<file path="src/hdl/mrrf_pkg.sv">
package mrrf_pkg;

    localparam int FRAME_LEN     = 8;
    localparam int QUEUE_DEPTH   = 2;

    localparam logic [15:0] CRC_INIT = 16'hFFFF;
    localparam logic [15:0] CRC_POLY = 16'hA001;

    // request kinds
    localparam logic [1:0] REQ_READ_ONE = 2'd0;
    localparam logic [1:0] REQ_READ_TWO = 2'd1;
    localparam logic [1:0] REQ_WRITE    = 2'd2;

    // configuration register indexes
    localparam logic [1:0] CFG_SLAVE_ADDR     = 2'd0;
    localparam logic [1:0] CFG_READ_FUNCTION  = 2'd1;
    localparam logic [1:0] CFG_WRITE_FUNCTION = 2'd2;

    localparam logic [7:0] RST_SLAVE_ADDR     = 8'd1;
    localparam logic [7:0] RST_READ_FUNCTION  = 8'd3;
    localparam logic [7:0] RST_WRITE_FUNCTION = 8'd6;

    // frame positions
    localparam logic [2:0] POS_ADDR     = 3'd0;
    localparam logic [2:0] POS_FUNC     = 3'd1;
    localparam logic [2:0] POS_REG_HI   = 3'd2;
    localparam logic [2:0] POS_REG_LO   = 3'd3;
    localparam logic [2:0] POS_DATA_HI  = 3'd4;
    localparam logic [2:0] POS_DATA_LO  = 3'd5;
    localparam logic [2:0] POS_CRC_LO   = 3'd6;
    localparam logic [2:0] POS_CRC_HI   = 3'd7;

    // six header bytes of one frame, CRC still to come
    typedef struct packed {
        logic [7:0]  slave_addr;
        logic [7:0]  func;
        logic [15:0] reg_addr;
        logic [15:0] payload;
    } frame_t;

    function automatic logic [15:0] crc_byte(input logic [15:0] crc_in,
                                             input logic [7:0]  data);
        logic [15:0] crc;
        crc = crc_in ^ {8'h00, data};
        for (int b = 0; b < 8; b++)
        begin
            if (crc[0])
                crc = (crc >> 1) ^ CRC_POLY;
            else
                crc = crc >> 1;
        end
        return crc;
    endfunction

endpackage

</file>
<file path="src/hdl/mrrf_front.sv">
module mrrf_front
(
    input  logic                 clk,
    input  logic                 rst_n,
    input  logic                 s_tvalid,
    output logic                 s_tready,
    input  logic [31:0]          s_tdata,
    input  logic [1:0]           s_tuser,
    input  logic                 cfg_valid,
    output logic                 cfg_ready,
    input  logic [1:0]           cfg_index,
    input  logic [7:0]           cfg_data,
    output logic                 push_valid,
    input  logic                 push_ready,
    output mrrf_pkg::frame_t     push_frame
);

    logic [7:0] slave_addr_reg;
    logic [7:0] read_function_reg;
    logic [7:0] write_function_reg;

    logic [15:0] reg_addr;
    logic [15:0] write_value;
    logic        is_frame;

    assign cfg_ready = 1'b1;

    always_ff @(posedge clk or negedge rst_n)
    begin
        if (!rst_n)
        begin
            slave_addr_reg     <= mrrf_pkg::RST_SLAVE_ADDR;
            read_function_reg  <= mrrf_pkg::RST_READ_FUNCTION;
            write_function_reg <= mrrf_pkg::RST_WRITE_FUNCTION;
        end
        else if (cfg_valid)
        begin
            case (cfg_index)
                mrrf_pkg::CFG_SLAVE_ADDR:     slave_addr_reg     <= cfg_data;
                mrrf_pkg::CFG_READ_FUNCTION:  read_function_reg  <= cfg_data;
                mrrf_pkg::CFG_WRITE_FUNCTION: write_function_reg <= cfg_data;
                default: ;
            endcase
        end
    end

    assign reg_addr    = s_tdata[15:0];
    assign write_value = s_tdata[31:16];

    // classify the request and build the header
    always_comb
    begin
        is_frame                = 1'b1;
        push_frame.slave_addr   = slave_addr_reg;
        push_frame.reg_addr     = reg_addr;
        push_frame.func         = read_function_reg;
        push_frame.payload      = 16'd1;
        case (s_tuser)
            mrrf_pkg::REQ_READ_ONE:
                push_frame.payload = 16'd1;
            mrrf_pkg::REQ_READ_TWO:
                push_frame.payload = 16'd2;
            mrrf_pkg::REQ_WRITE:
            begin
                push_frame.func    = write_function_reg;
                push_frame.payload = write_value;
            end
            default:
                is_frame = 1'b0;    // drop unused kind
        endcase
    end

    assign s_tready   = push_ready;
    assign push_valid = s_tvalid & is_frame;

endmodule

</file>
<file path="src/hdl/mrrf_queue.sv">
module mrrf_queue #(
    parameter int DEPTH = mrrf_pkg::QUEUE_DEPTH
)
(
    input  logic             clk,
    input  logic             rst_n,
    input  logic             in_valid,
    output logic             in_ready,
    input  mrrf_pkg::frame_t in_frame,
    output logic             out_valid,
    input  logic             out_ready,
    output mrrf_pkg::frame_t out_frame
);

    localparam int PW = (DEPTH > 1) ? $clog2(DEPTH) : 1;
    localparam int CW = $clog2(DEPTH + 1);
    localparam logic [PW-1:0] LAST_PTR = PW'(DEPTH - 1);

    mrrf_pkg::frame_t slot_reg [DEPTH];
    logic [PW-1:0] wr_ptr_reg, wr_ptr_next;
    logic [PW-1:0] rd_ptr_reg, rd_ptr_next;
    logic [CW-1:0] count_reg,  count_next;
    logic          push, pop;

    assign in_ready  = (count_reg != CW'(DEPTH));
    assign out_valid = (count_reg != '0);
    assign out_frame = slot_reg[rd_ptr_reg];
    assign push      = in_valid & in_ready;
    assign pop       = out_valid & out_ready;

    always_comb
    begin
        wr_ptr_next = wr_ptr_reg;
        rd_ptr_next = rd_ptr_reg;
        count_next  = count_reg;
        if (push)
            wr_ptr_next = (wr_ptr_reg == LAST_PTR) ? '0 : wr_ptr_reg + 1'b1;
        if (pop)
            rd_ptr_next = (rd_ptr_reg == LAST_PTR) ? '0 : rd_ptr_reg + 1'b1;
        if (push && !pop)
            count_next = count_reg + 1'b1;
        else if (pop && !push)
            count_next = count_reg - 1'b1;
    end

    always_ff @(posedge clk or negedge rst_n)
    begin
        if (!rst_n)
        begin
            wr_ptr_reg <= '0;
            rd_ptr_reg <= '0;
            count_reg  <= '0;
        end
        else
        begin
            wr_ptr_reg <= wr_ptr_next;
            rd_ptr_reg <= rd_ptr_next;
            count_reg  <= count_next;
        end
    end

    always_ff @(posedge clk)
    begin
        if (push)
            slot_reg[wr_ptr_reg] <= in_frame;
    end

endmodule

</file>
<file path="src/hdl/mrrf_back.sv">
module mrrf_back
(
    input  logic             clk,
    input  logic             rst_n,
    input  logic             pop_valid,
    output logic             pop_ready,
    input  mrrf_pkg::frame_t pop_frame,
    output logic             m_tvalid,
    input  logic             m_tready,
    output logic [15:0]      m_tdata,
    output logic             m_tlast
);

    mrrf_pkg::frame_t frame_reg, frame_next;
    logic        busy_reg,  busy_next;
    logic [2:0]  pos_reg,   pos_next;
    logic [15:0] crc_reg,   crc_next;
    logic        valid_reg, valid_next;
    logic [7:0]  byte_reg,  byte_next;
    logic [2:0]  opos_reg,  opos_next;
    logic        last_reg,  last_next;

    logic        load_ok;
    logic [7:0]  cur_byte;

    assign load_ok = !valid_reg || m_tready;

    always_comb
    begin
        case (pos_reg)
            mrrf_pkg::POS_ADDR:    cur_byte = frame_reg.slave_addr;
            mrrf_pkg::POS_FUNC:    cur_byte = frame_reg.func;
            mrrf_pkg::POS_REG_HI:  cur_byte = frame_reg.reg_addr[15:8];
            mrrf_pkg::POS_REG_LO:  cur_byte = frame_reg.reg_addr[7:0];
            mrrf_pkg::POS_DATA_HI: cur_byte = frame_reg.payload[15:8];
            mrrf_pkg::POS_DATA_LO: cur_byte = frame_reg.payload[7:0];
            mrrf_pkg::POS_CRC_LO:  cur_byte = crc_reg[7:0];
            mrrf_pkg::POS_CRC_HI:  cur_byte = crc_reg[15:8];
            default:               cur_byte = crc_reg[15:8];
        endcase
    end

    always_comb
    begin
        frame_next = frame_reg;
        busy_next  = busy_reg;
        pos_next   = pos_reg;
        crc_next   = crc_reg;
        valid_next = valid_reg;
        byte_next  = byte_reg;
        opos_next  = opos_reg;
        last_next  = last_reg;
        pop_ready  = 1'b0;

        if (load_ok)
        begin
            valid_next = 1'b0;
            if (busy_reg)
            begin
                valid_next = 1'b1;
                byte_next  = cur_byte;
                opos_next  = pos_reg;
                last_next  = (pos_reg == mrrf_pkg::POS_CRC_HI);
                pos_next   = pos_reg + 3'd1;
                // fold header bytes into the checksum as they leave
                if (pos_reg < mrrf_pkg::POS_CRC_LO)
                    crc_next = mrrf_pkg::crc_byte(crc_reg, cur_byte);
                if (pos_reg == mrrf_pkg::POS_CRC_HI)
                    busy_next = 1'b0;
            end
            else if (pop_valid)
            begin
                // take the next frame and send its first byte at once
                pop_ready  = 1'b1;
                frame_next = pop_frame;
                busy_next  = 1'b1;
                valid_next = 1'b1;
                byte_next  = pop_frame.slave_addr;
                opos_next  = mrrf_pkg::POS_ADDR;
                last_next  = 1'b0;
                pos_next   = mrrf_pkg::POS_FUNC;
                crc_next   = mrrf_pkg::crc_byte(mrrf_pkg::CRC_INIT,
                                                pop_frame.slave_addr);
            end
        end
    end

    always_ff @(posedge clk or negedge rst_n)
    begin
        if (!rst_n)
        begin
            busy_reg  <= 1'b0;
            pos_reg   <= mrrf_pkg::POS_ADDR;
            valid_reg <= 1'b0;
        end
        else
        begin
            busy_reg  <= busy_next;
            pos_reg   <= pos_next;
            valid_reg <= valid_next;
        end
    end

    always_ff @(posedge clk)
    begin
        frame_reg <= frame_next;
        crc_reg   <= crc_next;
        byte_reg  <= byte_next;
        opos_reg  <= opos_next;
        last_reg  <= last_next;
    end

    assign m_tvalid = valid_reg;
    assign m_tdata  = {5'd0, opos_reg, byte_reg};
    assign m_tlast  = last_reg;

endmodule

</file>
<file path="src/hdl/modbus_rtu_request_framer.sv">
// Timing: each request is written into the queue, and the queue feeds the output
// byte register; m_tvalid then rises for the first frame byte. After that, one byte
// per cycle while m_tready is high, eight bytes per request from the one-byte-wide
// output serializer. Requests of the unused kind are taken and yield nothing.
// Reset (rst_n, asynchronous, active low) empties the queue and output stage
// and loads slave_addr 1, read_function 3, write_function 6.
module modbus_rtu_request_framer #(
    parameter int QUEUE_DEPTH = mrrf_pkg::QUEUE_DEPTH
)
(
    input  logic        clk,
    input  logic        rst_n,
    input  logic        s_tvalid,
    output logic        s_tready,
    input  logic [31:0] s_tdata,    // reg_addr[15:0], write_value[31:16]
    input  logic [1:0]  s_tuser,    // req_type[1:0]
    output logic        m_tvalid,
    input  logic        m_tready,
    output logic [15:0] m_tdata,    // tx_byte[7:0], byte_pos[10:8], zero[15:11]
    output logic        m_tlast,
    input  logic        cfg_valid,
    output logic        cfg_ready,
    input  logic [1:0]  cfg_index,
    input  logic [7:0]  cfg_data
);

    logic             push_valid, push_ready;
    mrrf_pkg::frame_t push_frame;
    logic             pop_valid,  pop_ready;
    mrrf_pkg::frame_t pop_frame;

    mrrf_front u_front
    (
        .clk        (clk),
        .rst_n      (rst_n),
        .s_tvalid   (s_tvalid),
        .s_tready   (s_tready),
        .s_tdata    (s_tdata),
        .s_tuser    (s_tuser),
        .cfg_valid  (cfg_valid),
        .cfg_ready  (cfg_ready),
        .cfg_index  (cfg_index),
        .cfg_data   (cfg_data),
        .push_valid (push_valid),
        .push_ready (push_ready),
        .push_frame (push_frame)
    );

    mrrf_queue #(
        .DEPTH (QUEUE_DEPTH)
    ) u_queue
    (
        .clk       (clk),
        .rst_n     (rst_n),
        .in_valid  (push_valid),
        .in_ready  (push_ready),
        .in_frame  (push_frame),
        .out_valid (pop_valid),
        .out_ready (pop_ready),
        .out_frame (pop_frame)
    );

    mrrf_back u_back
    (
        .clk       (clk),
        .rst_n     (rst_n),
        .pop_valid (pop_valid),
        .pop_ready (pop_ready),
        .pop_frame (pop_frame),
        .m_tvalid  (m_tvalid),
        .m_tready  (m_tready),
        .m_tdata   (m_tdata),
        .m_tlast   (m_tlast)
    );

endmodule

</file>
<file path="config.mk">
export PLATFORM = sky130hd
export DESIGN_NAME = modbus_rtu_request_framer
export DESIGN_NICKNAME = d
export VERILOG_FILES = /design/src/hdl/mrrf_pkg.sv /design/src/hdl/mrrf_front.sv /design/src/hdl/mrrf_queue.sv /design/src/hdl/mrrf_back.sv /design/src/hdl/modbus_rtu_request_framer.sv
export SDC_FILE = /design/constraint.sdc
export NUM_CORES = 1
export LEC_CHECK = 0
export BUFFER_PORTS_ARGS = -buffer_cell sky130_fd_sc_hd__buf_2
export CORE_ASPECT_RATIO = 1.5
export CORE_MARGIN = 4
export CORE_UTILIZATION = 58
export DETAILED_ROUTE_END_ITERATION = 7
export GPL_TIMING_DRIVEN = 0
export PLACE_DENSITY = 0.77
export SYNTH_ARGS = -nofsm -noshare
export SYNTH_HDL_FRONTEND = slang
export SYNTH_HIERARCHICAL = 1
export SYNTH_SLANG_ARGS = --single-unit
</file>
<file path="constraint.sdc">
create_clock -name clk -period 5.2 [get_ports clk]
set_input_delay 0.26 -clock clk [delete_from_list [all_inputs] [get_ports clk]]
set_output_delay 0.26 -clock clk [all_outputs]
set_load 0.03 [all_outputs]
</file>
* After elaboration in Yosys (flattened, before gate mapping)
Memory sizes are Yosys's and may differ from the RTL's.
Cells that the tools add are included.
** Word-level totals
- Flip-flop bits (word level) :: 109
- Memory bits (writable) :: 96
- Word-level logic and storage cells :: 163
- Memories kept :: 1
** Cells by class
- Add/sub/neg operators :: 5
- Magnitude comparators :: 1
- Equality and inequality tests :: 13
- Multiplexer cells :: 85
- Bitwise gates (word level) :: 22
- Reductions and logical operators :: 19
** Memory list
- u_queue.slot_reg :: words 2, bits a word 48, read ports 1, clocked after Yosys merged registers in 0, wr ports 1, RTL line mrrf_queue.sv:19 : mrrf_pkg::frame_t slot_reg [DEPTH];
** Operators by type and width (number)
- $mux 16 :: 61
- $pmux 8 s8 :: 1
- $not 2->3 :: 16
- $pmux 16 s2 :: 1
- $mux 8 :: 3
- $not 8->16 :: 1
- $xor 16x8->16 :: 1
- $mux 1 :: 13
- $eq 3x3->1 const B :: 4
- $mux 3 :: 4
- $reduce_and 2->1 :: 4
- $eq 3x2->1 const B :: 2
- $reduce_and 3->1 :: 2
- $reduce_bool 2->1 :: 3
- $eq 2x1->1 const B :: 2
- $eq 2x2->1 const B :: 2
- $logic_not 2->1 :: 2
- $mux 2 :: 2
- $ne 2x2->1 const B :: 2
- $add 3x1->3 const B :: 1
- $and 1x1->1 :: 3
- $eq 3x1->1 const B :: 1
- $logic_not 1->1 :: 3
- $logic_not 3->1 :: 1
- other kinds (8) :: 10

* Depth between registers and ports, before layout
Gate-level depths: netlist (run 1).
- Word-level depth :: 42
- Depth in mapped cells :: 14

* Cells and area by module
Netlist (run 1), hierarchy kept.
** Modules (own cells, without submodules)
- mrrf_back :: instances 1, cells an instance 252, area an instance 3716.1 µm², sequential area each 2407.3 µm²
- mrrf_queue :: instances 1, cells an instance 167, area an instance 3703.6 µm², sequential area each 2982.9 µm²
- mrrf_front :: instances 1, cells an instance 105, area an instance 1317.5 µm², sequential area each 606.8 µm²

* Worst setup path after synthesis (run 1)
No wires, ideal clock.
- Path kind :: reg2reg
- From :: register u_back.pos_reg[2]
- To :: register u_back.crc_reg[0] (data pin)
- Setup time :: 260 ps
- Data arrival time :: 3721 ps
- Data required time :: 4940 ps
- Path slack :: 1219 ps
- Cell stages (with the launch flop) :: 15
- Path buffers :: 4
- Clock period less this slack :: 3981 ps
- Path through :: dfrtp_1 -> clkbuf_1 -> inv_1 -> ha_1 -> buf_6 -> or4_4 -> buf_6 -> or2_0 -> buf_6 -> a31o_1 -> xor2_1 -> xnor2_2 -> xnor3_1 -> xor3_1 -> mux2_4
** Between the ends
- Cells in the longest elaborated chain, start to end :: 35
** RTL lines
- from (decl) :: RTL line mrrf_back.sv:16 : logic [2:0] pos_reg, pos_next;
- from (signal assigned) :: RTL line mrrf_back.sv:93 : pos_reg <= mrrf_pkg::POS_ADDR;
- from (signal assigned) :: RTL line mrrf_back.sv:99 : pos_reg <= pos_next;
- $eq 3x3->1, or another cell as far along :: RTL line mrrf_back.sv:30 : case (pos_reg)
- $pmux 8 s8 * :: RTL line mrrf_back.sv:30
- $xor 16x8->16 * :: RTL line mrrf_pkg.sv:44 : crc = crc_in ^ {8'h00, data};
- $mux 16 * :: RTL line mrrf_pkg.sv:47 : if (crc[0])
- $mux 16 * :: RTL line mrrf_back.sv:66 : if (pos_reg < mrrf_pkg::POS_CRC_LO)
- $mux 16 * :: RTL line mrrf_back.sv:58 : if (busy_reg)
- $mux 16 * :: RTL line mrrf_back.sv:55 : if (load_ok)
- $mux 16 * :: RTL line mrrf_pkg.sv:47
- (+19 left out)
- $not 2->3 (no line) / $mux 16 (equally long branches)
- $mux 16 * :: RTL line mrrf_pkg.sv:47
- $mux 16 * :: RTL line mrrf_back.sv:66
- $mux 16 * :: RTL line mrrf_back.sv:58
- $mux 16 * :: RTL line mrrf_back.sv:55
- $mux 16 * :: RTL line mrrf_pkg.sv:47
- $mux 16 * :: RTL line mrrf_back.sv:66
- $mux 16 * :: RTL line mrrf_back.sv:58
- to (signal assigned) :: RTL line mrrf_back.sv:107 : crc_reg <= crc_next;
- to (decl) :: RTL line mrrf_back.sv:17 : logic [15:0] crc_reg, crc_next;
Mark *: on every way between the ends. The rest lies on a longest branch, timed or not. The select of a mux whose other input is x is not followed.
A chain may end at the register's enable or synchronous reset.

* Final worst setup path (run 1)
Ends and elaborated chain as after synthesis.

==> results of run 1 <==
[metal layers]
metal  GRT usage, %  vias to the layer above  wire length [um]
met5              0                        -                 0
met4           7.04                        0               482
met3           3.00                       28               824
met2           36.9                      127              9070
met1           23.8                     2232              6210
li1               -                     2119                 -
[kinds of logic (layout without fill, tap and decap cells)]
kind of cell	count (synthesis)	in the layout	share of synthesized area (%)
AO/OA/AOI/OAI	51	51	4.37
XOR/XNOR	37	37	4.12
adder cells (fa/ha/maj)	10	10	1.43
buffers and inverters	53	151	3.91
flip-flops	205	205	68.6
multiplexers	95	95	12.7
other	2	6	0.0860
AND/OR/NAND/NOR	71	71	4.78
[final cells by class]
cell class | instances | area [um^2]
buffer | 45 | 312
clock buffer | 23 | 510
clock inverter | 8 | 68.8
fill | 992 | 4600
inverter | 8 | 30.0
multi-input combinational | 270 | 2430
sequential | 205 | 6000
tap | 196 | 245
timing repair buffer | 67 | 475
[through the flow]
step | worst slack, ps | utilization (%) | std cells
after floorplan | 1220 | - | 528
after global placement | 688 | 62.9 | 770
after detailed placement | 591 | 63.5 | 774
after CTS | 571 | 68.7 | 822
after global routing | 407 | 68.7 | 822
final | 597 | 68.7 | 822
[cells in the mapped netlist, types with 3 or more instances]
cell and count:
a21oi_1 8, a221oi_1 4, a222oi_1 3, a22o_1 10, a31oi_1 4, and2_1 20
buf_1 4, buf_2 3, buf_4 26, buf_6 4, clkbuf_1 7, dfrtp_1 28
dfstp_2 5, edfxtp_1 172, ha_1 10, inv_1 8, mux2_2 80, mux2_4 11
mux2i_1 4, nand2_1 13, nand2b_1 7, nor2_1 8, nor2b_1 4, nor3_1 6
o21ai_0 6, xnor2_1 24, xor2_1 10
[worst max-delay path, cell delays in order, from the launching register on]
cell,delay [ps]
dfrtp_1,400
clkbuf_1,390
inv_1,190
ha_1,260
buf_6,150
or4_4,530
buf_6,140
or2_0,200
buf_6,150
a31oi_1,350
xnor2_1,230
xnor2_1,190
xnor3_1,520
xor3_1,380
mux2_4,270
[worst paths after layout]
check | from | cells after the start | slack [ps] | to
max | u_back/pos_reg[2] | 14 | 600 | u_back/crc_reg[0]
min | cfg_data[7] | 2 | 40 | u_front/write_function_reg[7]
max reg2reg | u_back/pos_reg[2] | 14 | 600 | u_back/crc_reg[0]
min reg2reg | u_front/slave_addr_reg[1] | 0 | 480 | u_queue/slot_reg[0][41]
max in group asynchronous | rst_n | 2 | 4330 | u_back/pos_reg[1]
min in group asynchronous | rst_n | 2 | 400 | u_front/slave_addr_reg[3]
[power by group]
part	internal (W)	switching, W	total (W)
registers	0.00243	0.000161	0.00259
logic	0.00157	0.00160	0.00317
clock network	0.000747	0.000556	0.00130
[repair_timing]
| item | CTS | global route |
|---|---|---|
| setup buffers | 0 | 0 |
| setup endpoints to repair | 0 | 0 |
| hold buffers | 17 | 0 |
| hold endpoints to repair | 60 | 0 |
==> Implementation_results.wiki, run 1 <==
{| class="wikitable"
! Metric !! Value
|-
| Drt total wl || 16.6 mm
|-
| Vias per std cell || 5.48
|-
| Max-cap violations || 0
|-
| Initial Util || 59.6%
|-
| Weighted congestion at the end of routability-driven global placement || 0.976
|-
| Overflow left after global routing || 0
|-
| Die Area || 17,100 um^2
|-
| Worst Path Max Fanout || 10
|-
| Most used cells in the layout excluding fill and tap cells || edfxtp_1 (172), mux2_2 (80), buf_2 (49)
|-
| Die Width || 108 um
|-
| Flip-flop count of the largest register, all copies and words added || 96
|-
| Number of gates resized after cts || 0
|-
| Number of setup violations in the final report || 0
|-
| Standard cell core area || 14,700 um^2
|-
| RSZ-0062 raised after global routing || no
|-
| Critical path class || flip-flop to flip-flop
|-
| CP arrival || 4840 ps
|-
| Post-route standard cell area excluding fillers || 10,100 um^2
|-
| Total of flip-flops plus latches after synthesis || 205
|-
| Share of synthesized area occupied by flip-flops and latches || 68.6%
|-
| Top cell type by total area after synthesis || edfxtp_1
|-
| Share of layout cells above drive strength 1 || 35.5%
|-
| Endpoint kind of the worst setup timing path || flip-flop
|-
| Avg Inst Size Synth || 16.7 um^2
|-
| Hold crit path type || primary input to flip-flop
|-
| Chip Height || 158 um
|-
| Antenna violation net count after detailed routing || 0
|-
| Cell types with the largest area share after synthesis || edfxtp_1 (59%), mux2_2 (10%), dfrtp_1 (8.0%)
|-
| Clk Latency, worst-skew pair || 480 ps
|-
| Fin Hold WS || 43.4 ps
|-
| Mapped Area || 8740 um^2
|-
| Total power || 0.00706 W
|-
| Final number of hold-violating endpoints || 0
|-
| First-pass GRT wire length || 25.7 mm
|-
| Number of synthesized flops with an enable pin || 172
|-
| Vias || 4,506
|-
| Number of distinct standard cells referenced by the synthesized netlist || 53
|-
| Setup TNS || 0 ps
|-
| Number of antenna repair diodes || 0
|-
| # H-tree levels || 1
|-
| Normalized max-slew margin || 51.7%
|-
| Via count of the first global-routing pass || 4,659
|-
| Data required time at the worst endpoint || 5440 ps
|-
| PortBufs || 46
|-
| Final net count || 675
|-
| Drt wl/cell || 20.2 um
|-
| Static Leakage || 3.77 nW
|-
| Async set-reset flop share out of synthesis || 16.1%
|-
| Transition time at the pin with the least slew margin || 725 ps
|-
| Post-synth top area share || 59.1%
|-
| Area after DPL || 9320 um^2
|-
| TritonCTS clock tree || done
|-
| Run status || finished clean
|-
| Maximum clock path buffer count || 3
|-
| GRT Overall Usage || 20.0%
|-
| Syn Inst Count || 524
|-
| First DRT Iteration DRCs || 241
|-
| Setup skew after layout || 11.9 ps
|-
| Yosys warning total || 6
|-
| Minimum clock period || 4600 ps
|-
| Area delta synth->final || 15.2%
|-
| Number of antenna violations at the first check in global routing || 0
|-
| Clock transition time at the flip-flop clock pins of the worst setup and hold paths || 70 ps
|-
| Final slew viol count || 0
|-
| Io pins || 69
|-
| Pwr dens || 701 nW/um^2
|-
| Crit path launch type || flip-flop
|-
| Top_reg_cell synth || edfxtp_1
|-
| Placement Rows || 54
|-
| Commonest non-fill, non-tap cell in the layout || edfxtp_1
|-
| Max rail drop VDD || 612 uV
|-
| Root Buffer || clkbuf_16
|-
| Estimated wirelength of the detail-placed design || 11.8 mm
|-
| Sink Count || 205
|-
| Detailed-router iteration count before antenna repair || 5
|-
| Clock buffers created by TritonCTS || 19
|-
| Final cycle utilization of the critical path || 88.5%
|-
| DRC violations left || 0
|-
| Maximum number of pins on one net before global-route repair || 42
|-
| Highest clock frequency the design can meet || 217 MHz
|}
No activity file was read; power rests on OpenSTA's default activity.
==> run 2: changes to the inputs <==
--- a/config.mk
+++ b/config.mk
@@ -5,6 +5,7 @@
 export SDC_FILE = /design/constraint.sdc
 export NUM_CORES = 1
 export LEC_CHECK = 0
+export ABC_AREA = 1
 export BUFFER_PORTS_ARGS = -buffer_cell sky130_fd_sc_hd__buf_2
 export CORE_ASPECT_RATIO = 1.5
 export CORE_MARGIN = 4
==> run 2 against run 1 <==
Compared with the run above:
- worst setup slack better by 1700 ps
- critical path depth is 7 higher
- clock skew is 3.4 ps lower
- global-route usage is 1.7 points higher
- core utilization is 0.61 points lower
- worst hold slack worse by 16 ps
- combinational power is 15% lower
- first-iteration DRC count is 59% higher
- sequential power is 2% lower
- cell count is 44% higher
- clock power is 8% higher
==> Implementation_results.wiki, run 2 <==
{| class="wikitable"
! Metric !! Value
|-
| RSZ-0062 raised after global routing || no (unchanged)
|-
| Vias per std cell || 5.23 (was 5.48)
|-
| Most used cell along the critical path || nand2_1 (was buf_6)
|-
| Number of antenna repair diodes || 0 (unchanged)
|-
| Cts hold-fix bufs || 17 (unchanged)
|-
| First DRT Iteration DRCs || 382 (was 241)
|-
| Most used cells in the layout excluding fill and tap cells || nand2_1 (357), edfxtp_1 (172), buf_2 (56) (was edfxtp_1 (172), mux2_2 (80), buf_2 (49))
|-
| # H-tree levels || 1 (unchanged)
|-
| CP arrival || 3190 ps (was 4840 ps)
|-
| Chip Height || 162 um (was 158 um)
|-
| Standard cell core area || 15,600 um^2 (was 14,700 um^2)
|-
| Number of gates resized after cts || 0 (unchanged)
|-
| Pwr dens || 624 nW/um^2 (was 701 nW/um^2)
|-
| Flip-flop count of the largest register, all copies and words added || 96 (unchanged)
|-
| DRC violations left || 0 (unchanged)
|-
| Run status || finished clean (unchanged)
|-
| Normalized max-slew margin || 44.2% (was 51.7%)
|-
| Minimum clock period || 2950 ps (was 4600 ps)
|-
| Final number of hold-violating endpoints || 0 (unchanged)
|-
| Clock transition time at the flip-flop clock pins of the worst setup and hold paths || 70 ps (about the same)
|-
| Placement Rows || 56 (was 54)
|-
| Critical path's slowest cell || dfrtp_1 (was or4_4)
|-
| Initial Util || 59.0% (was 59.6%)
|-
| Number of buffer and inverter instances along the worst setup path || 3 (was 5)
|-
| Maximum number of pins on one net before global-route repair || 36 (was 42)
|-
| Data required time at the worst endpoint || 5440 ps (about the same)
|-
| Commonest non-fill, non-tap cell in the layout || nand2_1 (was edfxtp_1)
|-
| Io pins || 69 (unchanged)
|-
| Syn Inst Count || 871 (was 524)
|-
| Highest clock frequency the design can meet || 339 MHz (was 217 MHz)
|-
| Mapped Area || 9220 um^2 (was 8740 um^2)
|-
| Estimated wirelength of the detail-placed design || 13.4 mm (was 11.8 mm)
|-
| Reg-to-reg slack, setup || 2250 ps (was 600 ps)
|-
| Die Area || 18,000 um^2 (was 17,100 um^2)
|-
| Worst Setup Slack, final || 2250 ps (was 597 ps)
|-
| Sink Count || 205 (unchanged)
|-
| Endpoint kind of the worst setup timing path || flip-flop (unchanged)
|-
| Worst flop-to-flop path startpoint || u_back/pos_reg[2] (unchanged)
|-
| Antenna violation net count after detailed routing || 0 (unchanged)
|-
| Weighted congestion at the end of routability-driven global placement || 0.922 (was 0.976)
|-
| Worst Setup SP || u_back/pos_reg[2] (unchanged)
|-
| Static Leakage || 4.75 nW (was 3.77 nW)
|-
| Number of buffers added for setup after CTS || 0 (unchanged)
|-
| Clock buffers created by TritonCTS || 20 (was 19)
|-
| Crit path max-delay family || simple AND/OR/NAND/NOR gates (was XOR/XNOR gates)
|-
| Cell types with the largest area share after synthesis || edfxtp_1 (56%), nand2_1 (15%), dfrtp_1 (7.6%) (was edfxtp_1 (59%), mux2_2 (10%), dfrtp_1 (8.0%))
|-
| Number of distinct standard cells referenced by the synthesized netlist || 36 (was 53)
|-
| Die Width || 111 um (was 108 um)
|-
| Area delta synth->final || 15.3% (was 15.2%)
|-
| Crit path launch type || flip-flop (unchanged)
|-
| Share of synthesized area occupied by flip-flops and latches || 65.0% (was 68.6%)
|-
| Drt wl/cell || 16.3 um (was 20.2 um)
|-
| Final net count || 1,022 (was 675)
|-
| Worst Path Max Fanout || 9 (was 10)
|-
| Largest stage delay, worst path || 490 ps (was 530 ps)
|-
| Overflow left after global routing || 0 (unchanged)
|-
| Setup TNS || 0 ps (unchanged)
|-
| Dpl ws || 2280 ps (was 591 ps)
|-
| Detailed-router iteration count before antenna repair || 4 (was 5)
|-
| Top_reg_cell synth || edfxtp_1 (unchanged)
|-
| Total of flip-flops plus latches after synthesis || 205 (unchanged)
|-
| PortBufs || 45 (was 46)
|-
| Number of synthesized flops with an enable pin || 172 (unchanged)
|-
| GRT Overall Usage || 21.7% (was 20.0%)
|-
| Share of layout cells above drive strength 1 || 18.7% (was 35.5%)
|-
| Worst-path cell chain || inv_1, ha_1, buf_6, nor2_4, nand2_1, nor2_2, nor2_1, nand2_1, nand2_1, nand2_1, nand2_2, inv_1, nand3_1, nand3_2, nand3_2, nand2_2, nand2_1, nand3_1, nand2_1, nand2_1, nand2_1 (was clkbuf_1, inv_1, ha_1, buf_6, or4_4, buf_6, or2_0, buf_6, a31oi_1, xnor2_1, xnor2_1, xnor3_1, xor3_1, mux2_4)
|-
| Post-synth top area share || 56.0% (was 59.1%)
|-
| Depth of the worst register-to-register path || 21 (was 14)
|-
| Async set-reset flop share out of synthesis || 16.1% (unchanged)
|-
| First-pass GRT wire length || 30.9 mm (was 25.7 mm)
|-
| Drt total wl || 19.2 mm (was 16.6 mm)
|-
| Transition time at the pin with the least slew margin || 836 ps (was 725 ps)
|-
| Vias || 6,166 (was 4,506)
|-
| Max rail drop VDD || 362 uV (was 612 uV)
|-
| Top cell type by total area after synthesis || edfxtp_1 (unchanged)
|-
| Number of antenna violations at the first check in global routing || 0 (unchanged)
|-
| Maximum clock path buffer count || 3 (unchanged)
|-
| Worst setup endpoint || u_back/crc_reg[0] (unchanged)
|-
| Critical path class || flip-flop to flip-flop (unchanged)
|-
| Cell types with the highest counts after synthesis || nand2_1 (357), edfxtp_1 (172), inv_1 (52) (was edfxtp_1 (172), mux2_2 (80), dfrtp_1 (28))
|-
| Via count of the first global-routing pass || 6,254 (was 4,659)
|-
| Final slew viol count || 0 (unchanged)
|-
| Clk Latency, worst-skew pair || 480 ps (about the same)
|-
| Setup skew after layout || 8.54 ps (was 11.9 ps)
|-
| R2R Path End || u_back/crc_reg[0] (unchanged)
|-
| Most common cell in the netlist || nand2_1 (was edfxtp_1)
|-
| Final cycle utilization of the critical path || 56.7% (was 88.5%)
|-
| Logic depth of the worst path, buffers included || 21 (was 14)
|-
| Avg Inst Size Synth || 10.6 um^2 (was 16.7 um^2)
|-
| TritonCTS clock tree || done (unchanged)
|-
| Max-cap violations || 0 (unchanged)
|-
| Number of setup violations in the final report || 0 (unchanged)
|-
| Root Buffer || clkbuf_16 (unchanged)
|-
| Hold crit path type || primary input to flip-flop (unchanged)
|-
| Yosys warning total || 6 (unchanged)
|}
run 2: kinds of logic after synthesis:
kind of cell             after synthesis  share of synthesized area [%]
AO/OA/AOI/OAI                         36                           2.13
buffers and inverters                109                           6.54
flip-flops                           205                           65.0
other                                  2                         0.0814
adder cells (fa/ha/maj)               10                           1.36
AND/OR/NAND/NOR                      494                           23.4
multiplexers                           1                          0.109
XOR/XNOR                              14                           1.33
run 2: per-layer routing:
| layer | vias up | part of all wire [%] | GRT usage, % |
|---|---|---|---|
| met1 | 2884 | 37 | 25.2 |
| met3 | 53 | 4.9 | 3.27 |
| met2 | 190 | 53 | 39.2 |
| met4 | 0 | 4.7 | 10.9 |
| met5 | - | 0 | 0 |
| li1 | 3039 | - | - |
run 2: final cells by class:
class                      count  area (um^2)
sequential                   205         6000
fill                        1171         4990
multi-input combinational    561         2660
clock buffer                  26          554
timing repair buffer          66          470
buffer                        51          385
tap                          203          254
inverter                      58          218
clock inverter                10         90.1
run 2: per-stage QoR:
stage	area, um^2	utilization (%)	total power [W]	hold slack (ps)	cells
finish	10600	68.0	0.00663	27.6	1180
global route	10600	68.0	0.00709	17.5	1180
CTS	10600	68.0	0.00667	17.3	1180
detailed placement	9820	62.8	0.00524	412	1127
global placement	9720	62.2	0.00513	410	1123
floorplan	9240	-	0.00452	-35.6	875
run 2: worst min-delay path by stage:
stage / cells past startpoint / endpoint / slack (ps) / from
after floorplan: 0 / u_back/busy_reg / -40 / rst_n
after global placement: 1 / u_back/busy_reg / 410 / rst_n
after detailed placement: 1 / u_back/busy_reg / 410 / rst_n
after CTS: 3 / u_front/write_function_reg[2] / 20 / cfg_data[2]
after global routing: 3 / u_front/write_function_reg[2] / 20 / cfg_data[2]
final: 3 / u_front/write_function_reg[2] / 30 / cfg_data[2]
run 2: tightest hold or removal path, stage by stage:
cell and delay [ps]:
buf_2 120, nand4_1 80, nand2_1 60
run 2: where the power goes:
group | internal (W) | switching (W) | total [W] | leakage (nW)
Combinational | 0.000889 | 0.00181 | 0.00270 | 2.43
Sequential | 0.00236 | 0.000168 | 0.00253 | 2.02
Clock | 0.000810 | 0.000590 | 0.00140 | 0.306
Total | 0.00406 | 0.00257 | 0.00663 | 4.75
==> run 3: changes to the inputs <==
--- a/config.mk
+++ b/config.mk
@@ -5,7 +5,7 @@
 export SDC_FILE = /design/constraint.sdc
 export NUM_CORES = 1
 export LEC_CHECK = 0
-export ABC_AREA = 1
+export ABC_AREA = 0
 export BUFFER_PORTS_ARGS = -buffer_cell sky130_fd_sc_hd__buf_2
 export CORE_ASPECT_RATIO = 1.5
 export CORE_MARGIN = 4
==> constraint.sdc (replaced) <==
create_clock -name clk -period 3 [get_ports clk]
set_input_delay 0.15 -clock clk [delete_from_list [all_inputs] [get_ports clk]]
set_output_delay 0.15 -clock clk [all_outputs]
set_load 0.03 [all_outputs]
==> run 3 against run 2 <==
Compared with the run above:
- the run now ends with setup timing left
- clock power rose by 84%
- count of clock-buffer cells in the layout did not move
- clock skew is essentially flat
- critical endpoint unchanged
- critical path depth decreased by 10
- sequential share of layout area decreased by 0.98 points
- die area shrank 4.9%
- combinational power rose to 2.5 times the previous value
- via count is 23% lower
- wire length shrank 6.7%
- total power grew 110%
- worst hold slack improved by 2.2 ps
- non-clock buffer count is 36 higher
==> Implementation_results.wiki, run 3 (same netlist as run 1, synthesis figures left out) <==
{| class="wikitable"
! Metric !! Value
|-
| Worst Setup Slack, final || -505 ps (was 2250 ps)
|-
| Data required time at the worst endpoint || 3230 ps (was 5440 ps)
|-
| Vias per std cell || 5.45 (was 5.23)
|-
| Post-route standard cell area excluding fillers || 10,800 um^2 (was 10,600 um^2)
|-
| Weighted congestion at the end of routability-driven global placement || 0.885 (was 0.922)
|-
| Clk Latency, worst-skew pair || 480 ps (about the same)
|-
| Via count of the first global-routing pass || 5,115 (was 6,254)
|-
| Standard cell core area || 14,700 um^2 (was 15,600 um^2)
|-
| PortBufs || 46 (was 45)
|-
| Endpoint kind of the worst setup timing path || flip-flop (unchanged)
|-
| TritonCTS clock tree || done (unchanged)
|-
| Vias || 4,729 (was 6,166)
|-
| Drt wl/cell || 20.7 um (was 16.3 um)
|-
| Run status || finished, violations left (was finished clean)
|-
| Clock buffers created by TritonCTS || 20 (unchanged)
|-
| Flip-flop count of the largest register, all copies and words added || 96 (unchanged)
|-
| Final slew viol count || 0 (unchanged)
|-
| Worst flop-to-flop path startpoint || u_back/pos_reg[1] (was u_back/pos_reg[2])
|-
| R2R Path End || u_back/crc_reg[0] (unchanged)
|-
| Highest clock frequency the design can meet || 285 MHz (was 339 MHz)
|-
| Area after DPL || 9370 um^2 (was 9820 um^2)
|-
| Placement Rows || 54 (was 56)
|-
| Reg-to-reg slack, setup || -510 ps (was 2250 ps)
|-
| Depth of the worst register-to-register path || 11 (was 21)
|-
| Fin cells || 867 (was 1,180)
|-
| Detailed-router iteration count before antenna repair || 5 (was 4)
|-
| Number of setup violations in the final report || 4 (was 0)
|-
| Minimum clock period || 3510 ps (was 2950 ps)
|-
| Sink Count || 205 (unchanged)
|-
| Hold crit path type || primary input to flip-flop (unchanged)
|-
| Max-cap violations || 0 (unchanged)
|-
| Worst Path Max Fanout || 5 (was 9)
|-
| Share of layout cells above drive strength 1 || 41.4% (was 18.7%)
|-
| Crit path launch type || flip-flop (unchanged)
|-
| Die Width || 108 um (was 111 um)
|-
| Overflow left after global routing || 0 (unchanged)
|-
| Root Buffer || clkbuf_16 (unchanged)
|-
| Number of antenna violations at the first check in global routing || 0 (unchanged)
|-
| Transition time at the pin with the least slew margin || 732 ps (was 836 ps)
|-
| Drt total wl || 18.0 mm (was 19.2 mm)
|-
| Clock transition time at the flip-flop clock pins of the worst setup and hold paths || 70 ps (about the same)
|-
| Worst setup endpoint || u_back/crc_reg[0] (unchanged)
|-
| Maximum number of pins on one net before global-route repair || 36 (unchanged)
|-
| Die Area || 17,100 um^2 (was 18,000 um^2)
|-
| Setup skew after layout || 8.25 ps (was 8.54 ps)
|-
| CP arrival || 3740 ps (was 3190 ps)
|-
| Max rail drop VDD || 1350 uV (was 362 uV)
|-
| Final number of hold-violating endpoints || 0 (unchanged)
|-
| Largest stage delay, worst path || 540 ps (was 490 ps)
|-
| Area delta synth->final || 23.9% (was 15.3%)
|-
| Worst Setup SP || u_back/pos_reg[1] (was u_back/pos_reg[2])
|-
| Estimated wirelength of the detail-placed design || 12.0 mm (was 13.4 mm)
|-
| Failing checks || setup timing
|-
| DRC violations left || 0 (unchanged)
|-
| Pwr dens || 1290 nW/um^2 (was 624 nW/um^2)
|-
| Antenna violation net count after detailed routing || 0 (unchanged)
|-
| Number of antenna repair diodes || 0 (unchanged)
|-
| Final cycle utilization of the critical path || 117% (was 56.7%)
|-
| Setup TNS || -1580 ps (was 0 ps)
|-
| First-pass GRT wire length || 27.7 mm (was 30.9 mm)
|-
| Critical path class || flip-flop to flip-flop (unchanged)
|-
| Commonest non-fill, non-tap cell in the layout || edfxtp_1 (was nand2_1)
|-
| Chip Height || 158 um (was 162 um)
|-
| Number of instances in the placed design || 774 (was 1,127)
|-
| Normalized max-slew margin || 51.2% (was 44.2%)
|-
| RSZ-0062 raised after global routing || yes (was no)
|-
| # H-tree levels || 1 (unchanged)
|-
| Initial Util || 59.6% (was 59.0%)
|-
| GRT Overall Usage || 21.6% (was 21.7%)
|-
| Static Leakage || 4.08 nW (was 4.75 nW)
|-
| Maximum clock path buffer count || 3 (unchanged)
|-
| Dpl ws || -955 ps (was 2280 ps)
|-
| Final net count || 717 (was 1,022)
|-
| Most used cells in the layout excluding fill and tap cells || edfxtp_1 (172), mux2_2 (80), buf_2 (48) (was nand2_1 (357), edfxtp_1 (172), buf_2 (56))
|-
| Fin Hold WS || 29.8 ps (was 27.6 ps)
|-
| First DRT Iteration DRCs || 216 (was 382)
|-
| Worst-path cell chain || ha_4, ha_4, or4_4, or2_4, buf_8, a31oi_4, xnor2_2, xnor2_2, xnor3_2, xor3_1, mux2_4 (was inv_1, ha_1, buf_6, nor2_4, nand2_1, nor2_2, nor2_1, nand2_1, nand2_1, nand2_1, nand2_2, inv_1, nand3_1, nand3_2, nand3_2, nand2_2, nand2_1, nand3_1, nand2_1, nand2_1, nand2_1)
|-
| Critical path's slowest cell || or4_4 (was dfrtp_1)
|-
| Io pins || 69 (unchanged)
|}
[run 3: critical path: cells and delay by family, from the launching register on]
family          cells  cell delay, ps
compound gates      1             220
xor+xnor            4            1020
fa+ha+maj           2             350
buf+inv             1             150
flops               1             430
mux                 1             260
simple gates        2             810
[run 3: metrics by stage]
step | utilization (%) | total power, W
6_report | 73.8 | 0.0140
5_1_grt | 73.8 | 0.0146
2_1_floorplan | - | 0.00871
4_1_cts | 73.0 | 0.0134
3_3_place_gp | 63.4 | 0.00976
3_5_place_dp | 63.9 | 0.00995
[run 3: final cells by class]
cell class                      instances  area, um^2
Sequential cell                       205        6000
Fill cell                             880        3840
Multi-Input combinational cell        270        2680
Timing Repair Buffer                  113         887
Clock buffer                           26         554
Buffer                                 40         297
Tap cell                              196         245
Clock inverter                          9         126
Inverter                                8        30.0
[run 3: report_power, final]
group / leakage [nW] / switching (W) / total (W) / internal, W
clock network: 0.325 / 0.00101 / 0.00257 / 0.00156
logic: 1.78 / 0.00317 / 0.00688 / 0.00370
registers: 1.98 / 0.000293 / 0.00451 / 0.00421
[run 3: repair_timing]
action,in CTS,in global routing
hold buffers,39,0
buffers inserted,16,7
gates resized for setup,30,18
gates cloned,1,0
pin swaps,11,15
endpoints found under the hold margin,112,0
endpoints found under the setup margin,11,7
[run 3: metal layers]
layer	global-route usage (%)	vias up	wire length, um
met3	3.04	56	731
met5	0	-	0
met4	11.6	0	1070
li1	-	2202	-
met1	24.7	2331	6620
met2	39.0	140	9530
[run 3: how the worst min path moves through the flow]
stage,startpoint,endpoint,cells after the start
6_report,s_tdata[25],u_queue/slot_reg[0][9],2
5_1_grt,s_tdata[25],u_queue/slot_reg[0][9],2
4_1_cts,s_tdata[25],u_queue/slot_reg[0][9],2
3_5_place_dp,rst_n,u_back/m_tvalid,1
3_3_place_gp,rst_n,u_back/m_tvalid,1
2_1_floorplan,rst_n,u_back/busy_reg,0
